`src/dialu_pkg.sv`:
```
// ----------------------------------------------------------------------------
// dialu_pkg
// Types and codes shared by the 32-bit integer ALU with flags: item structs,
// command and status codes, flag bit positions, iteration counts and quotient limits.
// ----------------------------------------------------------------------------
package dialu_pkg;

  // Command codes
  localparam logic [2:0] CMD_LOAD = 3'd0;
  localparam logic [2:0] CMD_ADD  = 3'd1;
  localparam logic [2:0] CMD_SUB  = 3'd2;
  localparam logic [2:0] CMD_MUL  = 3'd3;
  localparam logic [2:0] CMD_DIV  = 3'd4;

  // Status codes
  localparam logic [1:0] STAT_OK       = 2'd0;
  localparam logic [1:0] STAT_DIV_ZERO = 2'd1;
  localparam logic [1:0] STAT_DIV_OVF  = 2'd2;

  // Flag bit positions in the flag word
  localparam int FLAG_Z = 15;
  localparam int FLAG_M = 14;
  localparam int FLAG_V = 13;
  localparam int FLAG_C = 12;

  // Last value of the iteration counter for each serial operation
  localparam logic [4:0] ADD_LAST = 5'd31;
  localparam logic [4:0] MUL_LAST = 5'd15;
  localparam logic [4:0] DIV_LAST = 5'd31;

  // Quotient magnitude limits for a 16-bit signed result
  localparam logic [31:0] QMAG_POS_MAX = 32'd32767;
  localparam logic [31:0] QMAG_NEG_MAX = 32'd32768;

  typedef struct packed {
    logic [2:0]  command;
    logic [15:0] operand_high;
    logic [15:0] operand_low;
    logic [15:0] flags_in;
  } cmd_item_t;

  typedef struct packed {
    logic [15:0] high_word;
    logic [15:0] low_word;
    logic [15:0] flag_word;
    logic [1:0]  status;
  } res_item_t;

endpackage

```
`src/dword_integer_alu_with_flags.sv`:
```
// ----------------------------------------------------------------------------
// dword_integer_alu_with_flags
// Bit-serial integer ALU on a 32-bit accumulator with a 16-bit flag word.
// ----------------------------------------------------------------------------
// Usage:
//   Commands enter on the cmd channel (cmd_valid / cmd_stall, payload cmd)
//   and each one gives exactly one result item on the res channel
//   (res_valid / res_stall, payload res) holding the accumulator words, the
//   flag word and a status code.
//   One command is worked on at a time; cmd_stall is high from acceptance
//   until the result has been moved into the output register.
//   Load, unused codes and divide by zero go straight to the result push.
//   Multiply works one multiplier bit per cycle through a 17-bit
//   shift-add; add/subtract one sum bit per cycle through a 1-bit full
//   adder; divide one quotient bit per cycle of a restoring divider,
//   followed by a sign-fix step. The next command can be taken in the
//   cycle after the result register is loaded.
//   A finished result waits in its state while res_stall holds the output
//   register full; the output register is held stable until taken.
//   Reset (rst, synchronous) clears the accumulator, the flags and all
//   handshake state.
// ----------------------------------------------------------------------------
module dword_integer_alu_with_flags
  import dialu_pkg::*;
(
  input  logic      clk,
  input  logic      rst,
  input  logic      cmd_valid,
  output logic      cmd_stall,
  input  cmd_item_t cmd,
  output logic      res_valid,
  input  logic      res_stall,
  output res_item_t res
);

  localparam logic [2:0] ST_IDLE   = 3'd0;
  localparam logic [2:0] ST_ADD    = 3'd1;
  localparam logic [2:0] ST_MUL    = 3'd2;
  localparam logic [2:0] ST_DIV    = 3'd3;
  localparam logic [2:0] ST_DIVFIN = 3'd4;
  localparam logic [2:0] ST_PUSH   = 3'd5;

  logic [2:0]  state;
  logic [4:0]  cnt;
  logic [15:0] acc_high;
  logic [15:0] acc_low;
  logic [15:0] flag_reg;
  logic [1:0]  status_r;

  // Work registers
  logic [31:0] wa;        // sum / multiplier+product low / dividend+quotient
  logic [31:0] wb;        // add operand
  logic [16:0] mhi;       // product high part
  logic [15:0] rem;       // partial remainder
  logic [15:0] dmag;      // divisor magnitude
  logic        sub_r;
  logic        seen;      // a one has passed in the operand (serial negate)
  logic        carry;
  logic        nz;
  logic        a_neg;
  logic        d_neg;

  logic accept;
  logic push_go;

  assign cmd_stall = (state != ST_IDLE);
  assign accept    = cmd_valid && !cmd_stall;
  assign push_go   = (state == ST_PUSH) && (!res_valid || !res_stall);

  // Operand magnitudes for divide
  logic [31:0] acc32;
  logic [31:0] amag;
  logic [15:0] omag;

  assign acc32 = {acc_high, acc_low};
  assign amag  = acc32[31] ? (~acc32 + 32'd1) : acc32;
  assign omag  = cmd.operand_low[15] ? (~cmd.operand_low + 16'd1) : cmd.operand_low;

  // Serial add step: one sum bit per cycle
  logic add_a, add_b, add_s, add_c, add_ovf;

  always_comb begin
    add_a   = wa[0];
    add_b   = sub_r ? (wb[0] ^ seen) : wb[0];
    add_s   = add_a ^ add_b ^ carry;
    add_c   = (add_a & add_b) | (add_a & carry) | (add_b & carry);
    add_ovf = (add_a == add_b) && (add_s != add_a);
  end

  // Multiply step: signed shift-add, last partial product subtracted
  logic [17:0] mcand;
  logic [17:0] mpp;
  logic [17:0] msum;
  logic [31:0] mprod;

  always_comb begin
    mcand = {{2{acc_low[15]}}, acc_low};
    if (!wa[0]) begin
      mpp = 18'd0;
    end else if (cnt == MUL_LAST) begin
      mpp = ~mcand + 18'd1;
    end else begin
      mpp = mcand;
    end
    msum  = {mhi[16], mhi} + mpp;
    mprod = {msum[16:1], msum[0], wa[15:1]};
  end

  // Divide step: restoring, one quotient bit per cycle
  logic [16:0] dtrial;
  logic [17:0] ddiff;
  logic        dqbit;

  always_comb begin
    dtrial = {rem, wa[31]};
    ddiff  = {1'b0, dtrial} - {2'b00, dmag};
    dqbit  = !ddiff[17];
  end

  // Divide sign fix and range check
  logic        q_neg;
  logic        q_ovf;
  logic [15:0] q_val;
  logic [15:0] r_val;

  always_comb begin
    q_neg = a_neg ^ d_neg;
    q_ovf = q_neg ? (wa > QMAG_NEG_MAX) : (wa > QMAG_POS_MAX);
    q_val = q_neg ? (~wa[15:0] + 16'd1) : wa[15:0];
    r_val = a_neg ? (~rem + 16'd1) : rem;
  end

  // Control and accumulator
  always_ff @(posedge clk) begin
    if (rst) begin
      state    <= ST_IDLE;
      acc_high <= 16'd0;
      acc_low  <= 16'd0;
      flag_reg <= 16'd0;
      cnt      <= 5'd0;
    end else begin
      case (state)
        ST_IDLE: begin
          if (accept) begin
            cnt      <= 5'd0;
            status_r <= STAT_OK;
            case (cmd.command)
              CMD_LOAD: begin
                acc_high <= cmd.operand_high;
                acc_low  <= cmd.operand_low;
                flag_reg <= cmd.flags_in;
                state    <= ST_PUSH;
              end
              CMD_ADD, CMD_SUB: begin
                wa    <= acc32;
                wb    <= {cmd.operand_high, cmd.operand_low};
                sub_r <= (cmd.command == CMD_SUB);
                seen  <= 1'b0;
                carry <= 1'b0;
                nz    <= 1'b0;
                state <= ST_ADD;
              end
              CMD_MUL: begin
                wa[15:0] <= cmd.operand_low;
                mhi      <= 17'd0;
                state    <= ST_MUL;
              end
              CMD_DIV: begin
                if (cmd.operand_low == 16'd0) begin
                  status_r <= STAT_DIV_ZERO;
                  state    <= ST_PUSH;
                end else begin
                  wa    <= amag;
                  dmag  <= omag;
                  rem   <= 16'd0;
                  a_neg <= acc32[31];
                  d_neg <= cmd.operand_low[15];
                  state <= ST_DIV;
                end
              end
              default: begin
                state <= ST_PUSH;
              end
            endcase
          end
        end
        ST_ADD: begin
          wa    <= {add_s, wa[31:1]};
          wb    <= {1'b0, wb[31:1]};
          seen  <= seen | wb[0];
          carry <= add_c;
          nz    <= nz | add_s;
          cnt   <= cnt + 5'd1;
          if (cnt == ADD_LAST) begin
            acc_high         <= {add_s, wa[31:17]};
            acc_low          <= wa[16:1];
            flag_reg[FLAG_V] <= flag_reg[FLAG_V] | add_ovf;
            flag_reg[FLAG_M] <= add_s ^ add_ovf;
            flag_reg[FLAG_C] <= add_c;
            flag_reg[FLAG_Z] <= !(nz | add_s);
            state            <= ST_PUSH;
          end
        end
        ST_MUL: begin
          mhi      <= msum[17:1];
          wa[15:0] <= {msum[0], wa[15:1]};
          cnt      <= cnt + 5'd1;
          if (cnt == MUL_LAST) begin
            acc_high         <= mprod[31:16];
            acc_low          <= mprod[15:0];
            flag_reg[FLAG_M] <= mprod[31];
            flag_reg[FLAG_Z] <= (mprod == 32'd0);
            state            <= ST_PUSH;
          end
        end
        ST_DIV: begin
          rem <= dqbit ? ddiff[15:0] : dtrial[15:0];
          wa  <= {wa[30:0], dqbit};
          cnt <= cnt + 5'd1;
          if (cnt == DIV_LAST) begin
            state <= ST_DIVFIN;
          end
        end
        ST_DIVFIN: begin
          if (q_ovf) begin
            status_r <= STAT_DIV_OVF;
          end else begin
            acc_low          <= q_val;
            acc_high         <= r_val;
            flag_reg[FLAG_M] <= q_neg && (wa != 32'd0);
            flag_reg[FLAG_Z] <= (wa == 32'd0);
          end
          state <= ST_PUSH;
        end
        ST_PUSH: begin
          if (push_go) begin
            state <= ST_IDLE;
          end
        end
        default: begin
          state <= ST_IDLE;
        end
      endcase
    end
  end

  // Output register
  always_ff @(posedge clk) begin
    if (rst) begin
      res_valid <= 1'b0;
    end else if (push_go) begin
      res_valid <= 1'b1;
    end else if (!res_stall) begin
      res_valid <= 1'b0;
    end
  end

  always_ff @(posedge clk) begin
    if (push_go) begin
      res.high_word <= acc_high;
      res.low_word  <= acc_low;
      res.flag_word <= flag_reg;
      res.status    <= status_r;
    end
  end

  // Checks
  a_busy_after_accept: assert property (
    @(posedge clk) disable iff (rst)
    accept |=> cmd_stall
  ) else $error("command accepted but block not busy next cycle");

  a_add_ends: assert property (
    @(posedge clk) disable iff (rst)
    (state == ST_ADD && cnt == ADD_LAST) |=> (state == ST_PUSH)
  ) else $error("add did not finish after 32 bits");

  a_low_flags_kept: assert property (
    @(posedge clk) disable iff (rst)
    (state != ST_IDLE) |=> (flag_reg[11:0] == $past(flag_reg[11:0]))
  ) else $error("unused flag bits changed outside a load");

endmodule
```
`config.mk`:
```
export PLATFORM = sky130hd
export DESIGN_NAME = dword_integer_alu_with_flags
export DESIGN_NICKNAME = d
export VERILOG_FILES = /design/src/dialu_pkg.sv /design/src/dword_integer_alu_with_flags.sv
export SDC_FILE = /design/constraint.sdc
export NUM_CORES = 1
export LEC_CHECK = 0
export ABC_AREA = 1
export BUFFER_PORTS_ARGS = -buffer_cell sky130_fd_sc_hd__buf_2
export CAP_MARGIN = 20
export CORE_MARGIN = 4
export CORE_UTILIZATION = 58
export CTS_CLUSTER_SIZE = 25
export DETAILED_ROUTE_END_ITERATION = 8
export GPL_TIMING_DRIVEN = 0
export PLACE_DENSITY_LB_ADDON = 0.05
export SLEW_MARGIN = 30
export SYNTH_ARGS = -nofsm -noshare
export SYNTH_HDL_FRONTEND = slang
export SYNTH_SLANG_ARGS = --single-unit
```
`constraint.sdc`:
```
create_clock -name clk -period 5.82 [get_ports clk]
set_clock_uncertainty 0.05 [all_clocks]
set_input_delay 0.582 -clock clk [delete_from_list [all_inputs] [get_ports clk]]
set_output_delay 0.582 -clock clk [all_outputs]
set_load 0.01 [all_outputs]
```
==> results.json <==
{
  "ys_seq_area_share_pct": 44.6,
  "multi_input_area_um2": 6710,
  "cts_root_buffer": "clkbuf_16",
  "post_cts_resize_count": 0,
  "cts_inserted_buffers": 26,
  "worst_pin_slew_ns": 0.910,
  "start_kind": "flop",
  "wl_per_cell_um": 21.7,
  "power_density_nw_per_um2": 507,
  "final-hold-violation-count": 0,
  "cts-htree-levels": 1,
  "ys_ff_latch": 228,
  "fp.dieW_um": 164,
  "syn_nets": 1921,
  "drc": 0,
  "routabilityCongestion": 1.11,
  "slew_viol_final": 0,
  "grt_remaining_overflow": 0,
  "avgSynthCellArea_um2": 7.73,
  "largest_registers": "res x50, wa x32, wb x32",
  "vias_per_cell": 6.09,
  "synth_common_cells": "nand2_1 (391), nor2_1 (230), inv_1 (221), edfxtp_1 (171), o21ai_0 (148)",
  "start_util_pct": 59.4,
  "ys_warn_count": 0,
  "critPathMaxFanout": 9,
  "synth.most_common_cell": "nand2_1",
  "fin_util_pct": 67.9,
  "period_share_pct": 76.0,
  "first_global_vias": 13200,
  "drtAntennaViolNets": 0,
  "grt_max_degree": 22,
  "synth-async-reset-ratio_pct": 0,
  "rows": 56,
  "core_um2": 23700,
  "rsz0062_at_grt": "false",
  "clockBufferDepth": 3,
  "hold_start": "cmd[5]",
  "n_fill_cell": 2089,
  "fin_tns_setup_ns": 0,
  "crit_type": "reg2reg",
  "clkTransAtPathRegs_ns": 0.06,
  "wirelength_um": 49900,
  "die_y_um": 164,
  "setup_viol": 0,
  "syn_to_final_growth_pct": 14.3,
  "cp.required_ns": 6.27,
  "crit_slowest_cell": "fa_1",
  "irDropWorstVdd_v": 0.000360,
  "die-area_um2": 26800,
  "hp-class": "in2reg",
  "path_cells": "ha_1 -> inv_1 -> nor3_1 -> ha_1 -> buf_2 -> nor2_1 -> nor3_1 -> inv_1 -> fa_1 -> inv_1 -> nor2_1 -> nand3_1 -> nor3_1 -> nand3_1 -> nor2_1 -> nand3_1 -> nor2_1 -> nand2_1 -> nand3_1 -> nand2_1 -> inv_1",
  "drt-initial-drc-count": 1994,
  "cp.arrival_ns": 4.87,
  "dp_hpwl_um": 39200,
  "fin_crit_ns": 4.42,
  "netlist_instances": 1821,
  "synth_top_area_share_pct": 36.5,
  "r2r_start": "cnt[0]$_SDFFE_PP0P_",
  "grt_antenna_before_repair": 0,
  "yosysUniqueCellTypes": 50,
  "nets": 2066,
  "clkLatencyLatePin_ns": 0.55,
  "num_vias": 14000,
  "largest_register_ffs": 50,
  "drtPass1Iterations": 8,
  "synth-main-ff-cell": "edfxtp_1",
  "hold_buffers": 0,
  "timing.fmax_ghz": 0.226,
  "drive_above_1_share_pct": 11.0,
  "io_buffer_count": 105,
  "crit_start": "cnt[0]$_SDFFE_PP0P_",
  "yosysTopAreaCell": "edfxtp_1",
  "clock-sinks": 228,
  "synth_edf_count": 171,
  "syn-cell-area_um2": 14100,
  "end_kind": "flop",
  "drv_cap": 0,
  "cts_tree": "done",
  "slowest_delay_ns": 0.56,
  "power_leakage_nw": 7.07,
  "cts_setup_buffers": 0,
  "ios": 107,
  "layout.area.seq_um2": 6280,
  "netlist_top_cells_area": "edfxtp_1 (36%), nand2_1 (10%), dfxtp_1 (8.1%)",
  "slew_headroom_pct": 39.3,
  "grt_pass1_wl_um": 74900,
  "top_register": "res",
  "status": "finished clean",
  "grt_usage_pct": 36.7
}
## cell usage in the layout, fill, tap and decap left out, drive strengths merged, types with 12 or more instances in the layout
cell type | netlist | final
nor3 | 35 | 35
inv | 231 | 233
clkbuf | 36 | 69
nand4 | 21 | 21
o211ai | 19 | 19
nor2 | 237 | 237
nand2 | 397 | 397
ha | 42 | 42
a221oi | 12 | 12
xor2 | 40 | 40
edfxtp | 171 | 171
a21oi | 136 | 136
dfxtp | 57 | 57
buf | 23 | 140
o21ai | 163 | 163
o221ai | 12 | 12
nand3 | 113 | 113
## report_power, final
part           internal (W)  leakage [nW]  switching, W
registers           0.00225          2.06      0.000404
logic               0.00110          4.55       0.00261
clock network       0.00108         0.452      0.000704
## routing by layer
metal / routed length [um] / vias to the layer above / GRT usage (%) / share of wire [%]
li1: - / 6463 / - / -
met1: 19000 / 6485 / 48.5 / 38
met2: 21800 / 896 / 56.7 / 44
met3: 6270 / 199 / 9.39 / 13
met4: 2860 / 0 / 17.3 / 5.7
met5: 0 / - / 0 / 0
## per-stage QoR
stage / setup slack [ns] / instances / hold WS, ns / cell area (um2) / power (W)
final: 1.40 / 2306 / 0.210 / 16100 / 0.00815
after detailed placement: 1.61 / 2257 / 0.357 / 15200 / 0.00619
after floorplan: 1.58 / 1821 / 0.350 / 14100 / 0.00492
after global placement: 0.156 / 2245 / 0.351 / 15000 / 0.00609
after CTS: 1.57 / 2305 / 0.203 / 16100 / 0.00797
after global routing: 1.14 / 2305 / 0.225 / 16100 / 0.00852
## final cells by class
class	count	area share (%)
Multi-Input combinational cell	1301	41.7
Tap cell	319	2.48
Clock inverter	15	1.35
Sequential cell	228	39.0
Timing Repair Buffer	117	4.01
Inverter	233	5.44
Buffer	59	1.62
Clock buffer	33	4.39
Antenna cell	1	0.0156
## worst paths after layout
| kind | cells after the start | endpoint | slack (ns) |
|---|---|---|---|
| worst min-delay path | 3 | flag_reg[5]$_SDFFE_PP0P_ | 0.21 |
| worst max register to register | 21 | flag_reg[15]$_SDFFE_PP0P_ | 1.40 |
| worst min register to register | 0 | res[9]$_DFFE_PP_ | 0.37 |
| worst max-delay path | 21 | flag_reg[15]$_SDFFE_PP0P_ | 1.40 |
## worst max-delay path, delay by kind of cell, from the launching register on
kind / cells / cell delay, ns
DFF: 1 / 0.38
adders and majority gates: 3 / 0.93
buffers and inverters: 5 / 0.53
and+or+nand+nor: 13 / 2.48
## kinds of logic after synthesis
group / share of synthesized area (%)
AOI/OAI and AO/OA: 15.4
xor gates and xnor gates: 3.05
adders and majority gates: 4.16
buffers and inverters: 8.06
DFF: 44.6
muxes: 0.0711
and+or+nand+nor: 24.7
Power figures use the tool's default switching activity.
